--- config.mk ---
export PLATFORM = sky130hd
export DESIGN_NAME = preprocessor_token_lexer
export DESIGN_NICKNAME = d
export VERILOG_FILES = /design/src/sv/ptl_pkg.sv /design/src/sv/ptl_front.sv /design/src/sv/ptl_queue.sv /design/src/sv/ptl_back.sv /design/src/sv/preprocessor_token_lexer.sv
export SDC_FILE = /design/constraint.sdc
export NUM_CORES = 1
export LEC_CHECK = 0
export ABC_AREA = 1
export BUFFER_PORTS_ARGS = -buffer_cell sky130_fd_sc_hd__buf_4
export CORE_ASPECT_RATIO = 0.8
export CORE_UTILIZATION = 35
export CTS_CLUSTER_SIZE = 24
export DETAILED_ROUTE_END_ITERATION = 8
export GPL_TIMING_DRIVEN = 0
export PLACE_DENSITY_LB_ADDON = 0.2
export SYNTH_ARGS = -nofsm -noshare
export SYNTH_HDL_FRONTEND = slang
export SYNTH_SLANG_ARGS = --single-unit
--- constraint.sdc ---
create_clock -name i_clk -period 14 [get_ports i_clk]
set_input_delay 0.7 -clock i_clk [delete_from_list [all_inputs] [get_ports i_clk]]
set_output_delay 0.7 -clock i_clk [all_outputs]
set_load 0.02 [all_outputs]
--- src/sv/ptl_pkg.sv ---
`timescale 1ns / 1ps

package ptl_pkg;

    localparam int MAX_TOKEN_LEN = 255;
    localparam int LEN_CAP_INT   = (MAX_TOKEN_LEN < 255) ? MAX_TOKEN_LEN : 255;
    localparam logic [7:0] LEN_CAP = 8'(LEN_CAP_INT);

    localparam int NKW = 15;
    localparam logic [NKW-1:0] ALL_KW = '1;

    localparam int QUEUE_DEPTH = 4;
    localparam int QUEUE_AW    = $clog2(QUEUE_DEPTH);

    localparam int DATA_IN_W  = 8;
    localparam int DATA_OUT_W = 40;
    localparam int USER_W     = 6;

    localparam logic [7:0] CH_NUL = 8'h00;
    localparam logic [7:0] CH_TAB = 8'h09;
    localparam logic [7:0] CH_LF  = 8'h0A;
    localparam logic [7:0] CH_CR  = 8'h0D;

    typedef enum logic [5:0] {
        K_EOF      = 6'd0,
        K_NEWLINE  = 6'd1,
        K_LINEWRAP = 6'd2,
        K_IDENT    = 6'd3,
        K_INT      = 6'd4,
        K_DEFINE   = 6'd5,
        K_UNDEF    = 6'd6,
        K_IFDEF    = 6'd7,
        K_IFNDEF   = 6'd8,
        K_IF       = 6'd9,
        K_ELIF     = 6'd10,
        K_ELSE     = 6'd11,
        K_ENDIF    = 6'd12,
        K_ERROR    = 6'd13,
        K_PRAGMA   = 6'd14,
        K_EXT      = 6'd15,
        K_VERSION  = 6'd16,
        K_LINE     = 6'd17,
        K_INCLUDE  = 6'd18,
        K_DEFINED  = 6'd19,
        K_LPAREN   = 6'd20,
        K_RPAREN   = 6'd21,
        K_COMMA    = 6'd22,
        K_COLON    = 6'd23,
        K_PLUS     = 6'd24,
        K_MINUS    = 6'd25,
        K_TIMES    = 6'd26,
        K_DIVIDE   = 6'd27,
        K_MOD      = 6'd28,
        K_EQ       = 6'd29,
        K_NE       = 6'd30,
        K_LT       = 6'd31,
        K_LE       = 6'd32,
        K_GT       = 6'd33,
        K_GE       = 6'd34,
        K_BAND     = 6'd35,
        K_BOR      = 6'd36,
        K_BNOT     = 6'd37,
        K_BXOR     = 6'd38,
        K_LAND     = 6'd39,
        K_LOR      = 6'd40,
        K_LNOT     = 6'd41,
        K_ERR      = 6'd42
    } t_kind;

    typedef enum logic [3:0] {
        M_IDLE      = 4'd0,
        M_IDENT     = 4'd1,
        M_NUMBER    = 4'd2,
        M_HASH      = 4'd3,
        M_BSLASH    = 4'd4,
        M_BSLASH_CR = 4'd5,
        M_EQ        = 4'd6,
        M_BANG      = 4'd7,
        M_LT        = 4'd8,
        M_GT        = 4'd9,
        M_AMP       = 4'd10,
        M_PIPE      = 4'd11
    } t_mode;

    typedef struct packed {
        logic [7:0]  len;
        logic [31:0] start;
        t_kind       kind;
    } t_tok;

    // tokens caused by one source byte
    typedef struct packed {
        logic two;
        t_tok tok1;
        t_tok tok0;
    } t_rec;

    // keyword text, right-justified
    localparam logic [127:0] KW_TEXT [NKW] = '{
        128'("#define"), 128'("#undef"), 128'("#ifdef"), 128'("#ifndef"),
        128'("#if"), 128'("#elif"), 128'("#else"), 128'("#endif"),
        128'("#error"), 128'("#pragma"), 128'("#extension"), 128'("#version"),
        128'("#line"), 128'("#include"), 128'("defined")
    };

    localparam logic [3:0] KW_LEN [NKW] = '{
        4'd7, 4'd6, 4'd6, 4'd7, 4'd3, 4'd5, 4'd5, 4'd6,
        4'd6, 4'd7, 4'd10, 4'd8, 4'd5, 4'd8, 4'd7
    };

    function automatic logic [NKW-1:0] kw_filter(input logic [NKW-1:0] cand,
                                                 input logic [7:0] len,
                                                 input logic [7:0] c);
        logic [NKW-1:0] r;
        logic [3:0]     sh;
        r  = cand;
        sh = '0;
        for (int k = 0; k < NKW; k++) begin
            if (len >= {4'd0, KW_LEN[k]}) begin
                r[k] = 1'b0;
            end else begin
                sh = KW_LEN[k] - 4'd1 - len[3:0];
                if (KW_TEXT[k][{sh, 3'b000} +: 8] != c) begin
                    r[k] = 1'b0;
                end
            end
        end
        return r;
    endfunction

    function automatic t_kind kw_kind(input logic [NKW-1:0] cand, input logic [7:0] len);
        t_kind r;
        r = K_IDENT;
        for (int k = 0; k < NKW; k++) begin
            if (cand[k] && (len == {4'd0, KW_LEN[k]})) begin
                r = t_kind'(6'(int'(K_DEFINE) + k));
            end
        end
        return r;
    endfunction

    function automatic logic [7:0] len_bump(input logic [7:0] len);
        return (len < LEN_CAP) ? len + 8'd1 : len;
    endfunction

endpackage

--- src/sv/ptl_front.sv ---
`timescale 1ns / 1ps

module ptl_front (
    input  logic          i_clk,
    input  logic          i_rst_n,
    input  logic          i_acc,
    input  logic [7:0]    i_char,
    output logic          o_push,
    output ptl_pkg::t_rec o_rec
);
    import ptl_pkg::*;

    t_mode          r_mode, n_mode;
    logic [NKW-1:0] r_cand, n_cand;
    logic [7:0]     r_len, n_len;
    logic [31:0]    r_start, n_start;
    logic [31:0]    r_pos;

    logic used;
    logic pend_v, idl_v;
    t_tok pend, idl;

    logic is_letter, is_digit, is_ident;

    assign is_letter = ((i_char >= "a") && (i_char <= "z")) ||
                       ((i_char >= "A") && (i_char <= "Z"));
    assign is_digit  = (i_char >= "0") && (i_char <= "9");
    assign is_ident  = is_letter || is_digit || (i_char == "_");

    always_comb begin
        n_mode  = r_mode;
        n_cand  = r_cand;
        n_len   = r_len;
        n_start = r_start;
        used    = 1'b0;
        pend_v  = 1'b0;
        pend    = '{len: 8'd0, start: r_start, kind: K_ERR};
        idl_v   = 1'b0;
        idl     = '{len: 8'd0, start: r_pos, kind: K_ERR};

        // held token sees the byte first
        unique case (r_mode)
            M_IDENT: begin
                if (is_ident) begin
                    n_cand = kw_filter(r_cand, r_len, i_char);
                    n_len  = len_bump(r_len);
                    used   = 1'b1;
                end else begin
                    pend_v    = 1'b1;
                    pend.kind = kw_kind(r_cand, r_len);
                    pend.len  = r_len;
                end
            end
            M_NUMBER: begin
                if (is_digit) begin
                    n_len = len_bump(r_len);
                    n_cand = kw_filter(r_cand, r_len, i_char);
                    used  = 1'b1;
                end else begin
                    pend_v    = 1'b1;
                    pend.kind = K_INT;
                    pend.len  = r_len;
                end
            end
            M_HASH: begin
                if ((i_char == " ") || (i_char == CH_TAB)) begin
                    used = 1'b1;
                end else if (is_letter) begin
                    n_mode = M_IDENT;
                    n_cand = kw_filter(r_cand, r_len, i_char);
                    n_len  = len_bump(r_len);
                    used   = 1'b1;
                end else begin
                    pend_v    = 1'b1;
                    pend.kind = K_ERR;
                    pend.len  = r_len;
                end
            end
            M_BSLASH: begin
                if (i_char == CH_CR) begin
                    n_mode = M_BSLASH_CR;
                    used   = 1'b1;
                end else begin
                    pend_v    = 1'b1;
                    used      = (i_char == CH_LF);
                    pend.kind = used ? K_LINEWRAP : K_ERR;
                end
            end
            M_BSLASH_CR: begin
                pend_v    = 1'b1;
                used      = (i_char == CH_LF);
                pend.kind = used ? K_LINEWRAP : K_ERR;
            end
            M_EQ: begin
                pend_v    = 1'b1;
                used      = (i_char == "=");
                pend.kind = used ? K_EQ : K_ERR;
            end
            M_BANG: begin
                pend_v    = 1'b1;
                used      = (i_char == "=");
                pend.kind = used ? K_NE : K_LNOT;
            end
            M_LT: begin
                pend_v    = 1'b1;
                used      = (i_char == "=");
                pend.kind = used ? K_LE : K_LT;
            end
            M_GT: begin
                pend_v    = 1'b1;
                used      = (i_char == "=");
                pend.kind = used ? K_GE : K_GT;
            end
            M_AMP: begin
                pend_v    = 1'b1;
                used      = (i_char == "&");
                pend.kind = used ? K_LAND : K_BAND;
            end
            M_PIPE: begin
                pend_v    = 1'b1;
                used      = (i_char == "|");
                pend.kind = used ? K_LOR : K_BOR;
            end
            default: begin
                n_mode = M_IDLE;
            end
        endcase

        if (pend_v || (r_mode == M_IDLE)) begin
            n_mode = M_IDLE;
            n_len  = 8'd0;
            n_cand = ALL_KW;
        end

        // byte not taken by a held token starts fresh
        if (!used) begin
            n_mode = M_IDLE;
            n_len  = 8'd0;
            n_cand = ALL_KW;
            unique case (i_char)
                CH_NUL: begin idl_v = 1'b1; idl.kind = K_EOF; end
                " ", CH_TAB, CH_CR: begin end
                CH_LF: begin idl_v = 1'b1; idl.kind = K_NEWLINE; end
                "(": begin idl_v = 1'b1; idl.kind = K_LPAREN; end
                ")": begin idl_v = 1'b1; idl.kind = K_RPAREN; end
                ",": begin idl_v = 1'b1; idl.kind = K_COMMA; end
                ":": begin idl_v = 1'b1; idl.kind = K_COLON; end
                "+": begin idl_v = 1'b1; idl.kind = K_PLUS; end
                "-": begin idl_v = 1'b1; idl.kind = K_MINUS; end
                "*": begin idl_v = 1'b1; idl.kind = K_TIMES; end
                "/": begin idl_v = 1'b1; idl.kind = K_DIVIDE; end
                "%": begin idl_v = 1'b1; idl.kind = K_MOD; end
                "~": begin idl_v = 1'b1; idl.kind = K_BNOT; end
                "^": begin idl_v = 1'b1; idl.kind = K_BXOR; end
                "\\": begin n_mode = M_BSLASH; n_start = r_pos; end
                "=": begin n_mode = M_EQ; n_start = r_pos; end
                "!": begin n_mode = M_BANG; n_start = r_pos; end
                "<": begin n_mode = M_LT; n_start = r_pos; end
                ">": begin n_mode = M_GT; n_start = r_pos; end
                "&": begin n_mode = M_AMP; n_start = r_pos; end
                "|": begin n_mode = M_PIPE; n_start = r_pos; end
                "#": begin
                    n_mode  = M_HASH;
                    n_start = r_pos;
                    n_cand  = kw_filter(ALL_KW, 8'd0, i_char);
                    n_len   = len_bump(8'd0);
                end
                default: begin
                    if (is_letter || (i_char == "_")) begin
                        n_mode  = M_IDENT;
                        n_start = r_pos;
                        n_cand  = kw_filter(ALL_KW, 8'd0, i_char);
                        n_len   = len_bump(8'd0);
                    end else if (is_digit) begin
                        n_mode  = M_NUMBER;
                        n_start = r_pos;
                        n_cand  = kw_filter(ALL_KW, 8'd0, i_char);
                        n_len   = len_bump(8'd0);
                    end else begin
                        idl_v    = 1'b1;
                        idl.kind = K_ERR;
                    end
                end
            endcase
        end
    end

    assign o_push     = i_acc && (pend_v || idl_v);
    assign o_rec.two  = pend_v && idl_v;
    assign o_rec.tok0 = pend_v ? pend : idl;
    assign o_rec.tok1 = idl;

    always_ff @(posedge i_clk) begin
        if (!i_rst_n) begin
            r_mode  <= M_IDLE;
            r_cand  <= ALL_KW;
            r_len   <= 8'd0;
            r_start <= 32'd0;
            r_pos   <= 32'd0;
        end else if (i_acc) begin
            r_mode  <= n_mode;
            r_cand  <= n_cand;
            r_len   <= n_len;
            r_start <= n_start;
            r_pos   <= r_pos + 32'd1;
        end
    end

endmodule

--- src/sv/ptl_queue.sv ---
`timescale 1ns / 1ps

module ptl_queue (
    input  logic          i_clk,
    input  logic          i_rst_n,
    input  logic          i_push,
    input  ptl_pkg::t_rec i_rec,
    input  logic          i_pop,
    output logic          o_full,
    output logic          o_empty,
    output ptl_pkg::t_rec o_head
);
    import ptl_pkg::*;

    t_rec                r_mem [QUEUE_DEPTH];
    logic [QUEUE_AW-1:0] r_wr, r_rd;
    logic [QUEUE_AW:0]   r_cnt;

    assign o_full  = (r_cnt == (QUEUE_AW+1)'(QUEUE_DEPTH));
    assign o_empty = (r_cnt == '0);
    assign o_head  = r_mem[r_rd];

    always_ff @(posedge i_clk) begin
        if (i_push) begin
            r_mem[r_wr] <= i_rec;
        end
    end

    always_ff @(posedge i_clk) begin
        if (!i_rst_n) begin
            r_wr  <= '0;
            r_rd  <= '0;
            r_cnt <= '0;
        end else begin
            if (i_push) begin
                r_wr <= r_wr + 1'b1;
            end
            if (i_pop) begin
                r_rd <= r_rd + 1'b1;
            end
            if (i_push && !i_pop) begin
                r_cnt <= r_cnt + 1'b1;
            end else if (i_pop && !i_push) begin
                r_cnt <= r_cnt - 1'b1;
            end
        end
    end

endmodule

--- src/sv/ptl_back.sv ---
`timescale 1ns / 1ps

module ptl_back (
    input  logic                           i_clk,
    input  logic                           i_rst_n,
    input  logic                           i_empty,
    input  ptl_pkg::t_rec                  i_head,
    input  logic                           i_m_tready,
    output logic                           o_m_tvalid,
    output logic [ptl_pkg::DATA_OUT_W-1:0] o_m_tdata,
    output logic [ptl_pkg::USER_W-1:0]     o_m_tuser,
    output logic                           o_m_tlast,
    output logic                           o_pop
);
    import ptl_pkg::*;

    logic r_sel;
    t_tok tok;
    logic xfer;

    assign tok        = r_sel ? i_head.tok1 : i_head.tok0;
    assign o_m_tvalid = !i_empty;
    assign o_m_tlast  = i_head.two ? r_sel : 1'b1;
    assign o_m_tdata  = {tok.len, tok.start};
    assign o_m_tuser  = tok.kind;
    assign xfer       = o_m_tvalid && i_m_tready;
    assign o_pop      = xfer && o_m_tlast;

    always_ff @(posedge i_clk) begin
        if (!i_rst_n) begin
            r_sel <= 1'b0;
        end else if (xfer) begin
            r_sel <= !o_m_tlast;
        end
    end

endmodule

--- src/sv/preprocessor_token_lexer.sv ---
`timescale 1ns / 1ps
// preprocessor token lexer
// slave stream: one source byte per transfer in s_tdata[7:0]; byte 0 ends the text
// master stream: one token per transfer, m_tuser = kind[5:0], m_tdata = start[31:0],
//   length[39:32]; m_tlast marks the last token of one byte
// a byte that closes a held token and makes one of its own gives two tokens
// the lexer state machine takes one byte per cycle whenever the token queue
// (four entries, one entry per byte) has room; the queue head drives the
// master side directly, so a token can leave in the cycle after its byte
// throughput is one byte per cycle, bounded by the master side at one token
// per cycle: a byte that yields two tokens holds its queue entry until both leave
// bytes that give no token (blanks, the inner bytes of a name) never enter
// the queue
// when the receiver stalls the queue fills and s_tready drops; the lexer
// state holds until the next transfer
// synchronous reset clears the lexer state, the byte position and the queue
module preprocessor_token_lexer (
    input  logic                           i_clk,
    input  logic                           i_rst_n,
    input  logic                           i_s_tvalid,
    output logic                           o_s_tready,
    input  logic [ptl_pkg::DATA_IN_W-1:0]  i_s_tdata,   // char_code
    output logic                           o_m_tvalid,
    input  logic                           i_m_tready,
    output logic [ptl_pkg::DATA_OUT_W-1:0] o_m_tdata,   // token_start, token_length
    output logic [ptl_pkg::USER_W-1:0]     o_m_tuser,   // token_kind
    output logic                           o_m_tlast    // last_of_run
);
    import ptl_pkg::*;

    logic w_acc, w_push, w_pop, w_full, w_empty;
    t_rec w_rec, w_head;

    assign o_s_tready = !w_full;
    assign w_acc      = i_s_tvalid && o_s_tready;

    ptl_front u_front (
        .i_clk   (i_clk),
        .i_rst_n (i_rst_n),
        .i_acc   (w_acc),
        .i_char  (i_s_tdata),
        .o_push  (w_push),
        .o_rec   (w_rec)
    );

    ptl_queue u_queue (
        .i_clk   (i_clk),
        .i_rst_n (i_rst_n),
        .i_push  (w_push),
        .i_rec   (w_rec),
        .i_pop   (w_pop),
        .o_full  (w_full),
        .o_empty (w_empty),
        .o_head  (w_head)
    );

    ptl_back u_back (
        .i_clk      (i_clk),
        .i_rst_n    (i_rst_n),
        .i_empty    (w_empty),
        .i_head     (w_head),
        .i_m_tready (i_m_tready),
        .o_m_tvalid (o_m_tvalid),
        .o_m_tdata  (o_m_tdata),
        .o_m_tuser  (o_m_tuser),
        .o_m_tlast  (o_m_tlast),
        .o_pop      (w_pop)
    );

    a_no_push_full: assert property (@(posedge i_clk) disable iff (!i_rst_n)
        !(w_push && w_full))
        else $error("token queue written while full");

    a_eof_pushes: assert property (@(posedge i_clk) disable iff (!i_rst_n)
        (w_acc && (i_s_tdata == CH_NUL)) |-> w_push)
        else $error("end of text gave no token");

    a_pair_follows: assert property (@(posedge i_clk) disable iff (!i_rst_n)
        (o_m_tvalid && i_m_tready && !o_m_tlast) |=> o_m_tvalid)
        else $error("second token of a byte missing");

endmodule

==> impl_metrics.toml <==
[yosys]
yosysTopAreaCell = "edfxtp_1"
ys_seq_area_frac = 0.579
ys_top_cells_by_area = "edfxtp_1 (48%), dfxtp_1 (9.6%), nor2_1 (8.4%)"
yosysWarnings = 0
synthesis.area_sq_mm = 0.0211
syn_nets = 2348
synth_edf_count = 340
post-synth-top-count-cell = "nor2_1"
avgSynthCellArea_sq_um = 9.17
synth_cell_types = 48
yosys-top-cells-count = "nor2_1 (475), edfxtp_1 (340), nand2_1 (317), o21ai_0 (310), inv_1 (134)"
synthCells = 2305
async_flop_share = 0
synth_top_area_share = 0.483
ys_seq_elements = 441
synth_top_flop_cell = "edfxtp_1"

[global_route]
grt_antenna_before_repair = 1
track_usage = 0.223
grt_pass1_vias = 16400
overflow = 0
grt_pass1_wl_mm = 104
grt_max_degree = 28

[setup_path]
crit_top_cell = "clkbuf_1"
crit_required_ps = 13300
arrival_ps = 4330
end_kind = "output pin"
slowest_stage = "clkbuf_1"
slowest_delay_ps = 710
path_class = "flip-flop to output pin"
critPathMaxFanout = 10
crit_buf_inv = 6
cp_cell_sequence = "clkbuf_1 > inv_1 > clkbuf_1 > clkbuf_1 > clkbuf_1 > nor2_1 > o22ai_1 > nor2_1 > a31oi_1 > buf_4"
path_delay_family = "buffers and inverters"
critPathLaunchType = "flip-flop"

[placed_design]
gp_congestion = 0.928
hpwl_mm = 49.5
dp_worst_setup_slack_ps = 9410
port_buffers = 55

[layout]
num_antenna_cells = 0
drive_above_1_share = 0.0868
syn_to_final_growth_pct = 14.7
fin_nets = 2461

[routing]
post-route-drc-count = 0
final_antenna_net_count = 0
via_per_inst = 5.36
routed_wl_mm = 69.2
vias = 17300
wl_per_cell_um = 21.4
drt_pass1_iterations = 5
drtIter0Drc = 1775

[die]
rows = 80
core_sq_mm = 0.0597
die_area_sq_mm = 0.0614
ios = 61
die_w_um = 277
die_h_um = 222
start_util = 0.354

[clock_tree]
clockBufferDepth = 3
hold_buffers = 0
htree_levels = 2
clock_sinks = 441
path_clk_slew_ps = 70
clk_latency_ps = 570
numCtsBuffers = 43
cts_tree = "yes"
cts-root-buf = "clkbuf_16"
cts.repair.resized = 0
post_cts_buffers = 0

[sta]
skew_ps = 25.7
slew_viol_final = 0
post-route-min-period_ps = 5030
hold_viol_final = 0
fmax_ghz = 0.199
final-setup-viol-count = 0
grt_setup_unrepaired = "false"
period_share = 0.360
slew-limit-headroom = 0.309
worst-slew-pin-transition_ps = 1030
setup-tns-final_ps = 0
fin_ws_ps = 8970

[power_and_ir_drop]
p_per_area_mw_per_mm2 = 165
ir_drop_v = 0.0000875
p_leak_nw = 8.82

[hold_path]
hold_path_class = "flip-flop to flip-flop"

[outcome]
outcome = "finished, final reports clean"

[flow_run]
maxCapViolCount = 0
==> cell type report <==
class                      count  area (sq um)
buffer                       115           512
clock buffer                  67          1300
clock inverter                13           104
fill                        5889         35400
inverter                     149           566
multi-input combinational   1600          7850
sequential                   441         12200
tap                          779           975
timing repair buffer          68           703
==> cells in the final DEF, fill, tap and decap left out, drive strengths merged, types with 2 or more instances in the layout <==
cell type and n:
nand3b 3, edfxtp 340, a41oi 2, nand2 327, a211oi 3, o21ai 314, dfxtp 101, o211ai 5
or2 3, clkbuf 146, a31oi 41, buf 104, clkinv 14, o22ai 41, a21oi 98, nand3 103
nor4 6, nor2 488, nand4 26, inv 146, nor3 45, ha 30, xor2 56
==> metrics by stage <==
stage                     cell area [sq um]  instances   util  hold WS, ps  power (mW)
after CTS                             24200       3232  0.406          461        4.01
after detailed placement              22800       3152  0.383          445        2.86
after global routing                  24200       3232  0.406          491        4.19
after floorplan                       21100       2305      -          429        2.34
final                                 24200       3232  0.406          464        4.00
after global placement                22500       3139  0.377          443        2.85
==> cells by family (layout without fill, tap and decap cells) <==
group                    Yosys count  count (layout)  share of synthesized area
AND/OR/NAND/NOR                 1003            1003                      0.200
AO/OA/AOI/OAI                    509             509                      0.128
flip-flops                       441             441                      0.579
buffers and inverters            264             412                     0.0510
XOR/XNOR                          57              57                     0.0236
adder cells (fa/ha/maj)           31              31                     0.0187
==> flip-flops by register name, indices dropped and copies added, names as in the netlist, named ones only <==
| signal | count |
|---|---|
| u_queue.r_wr | 2 |
| u_front.r_start | 32 |
| u_queue.r_cnt | 3 |
| u_front.r_cand | 15 |
| u_queue.r_rd | 2 |
| u_front.r_len | 8 |
| u_front.r_mode | 4 |
| u_queue.r_mem | 340 |
| u_back.r_sel | 1 |
| u_front.r_pos | 32 |
==> per-layer routing <==
layer  up-vias  routed length (um)  global-route usage
met3        77                5490              0.0342
met4         0                1020              0.0421
met5         -                   0                   0
met2       638               28800               0.324
met1      8437               33800               0.350
li1       8161                   -                   -
==> worst reg2reg max path: cells and delay by family (launching register included) <==
kind	cells	cell delay (ps)
AO/OA/AOI/OAI	1	130
adder cells (fa/ha/maj)	1	240
buffers and inverters	6	1200
flip-flops	1	330
AND/OR/NAND/NOR	8	1930
==> power breakdown <==
group | internal [mW] | leakage (nW) | switching [mW]
sequential | 1.56 | 3.97 | 0.0407
clock | 0.659 | 0.688 | 0.502
combinational | 0.366 | 4.16 | 0.876
==> worst paths after layout <==
| check | start | to | slack (ps) | depth (start not counted) |
|---|---|---|---|---|
| max | flip-flop | o_m_tdata[11] | 8970 | 10 |
| min | u_front.r_cand[12] | u_front.r_cand[12] | 460 | 2 |
| max reg2reg | u_front.r_mode[2] | u_queue.r_mem[3][31] | 9860 | 16 |
| min reg2reg | u_front.r_cand[12] | u_front.r_cand[12] | 460 | 2 |
(Power assumes the default switching activity.)
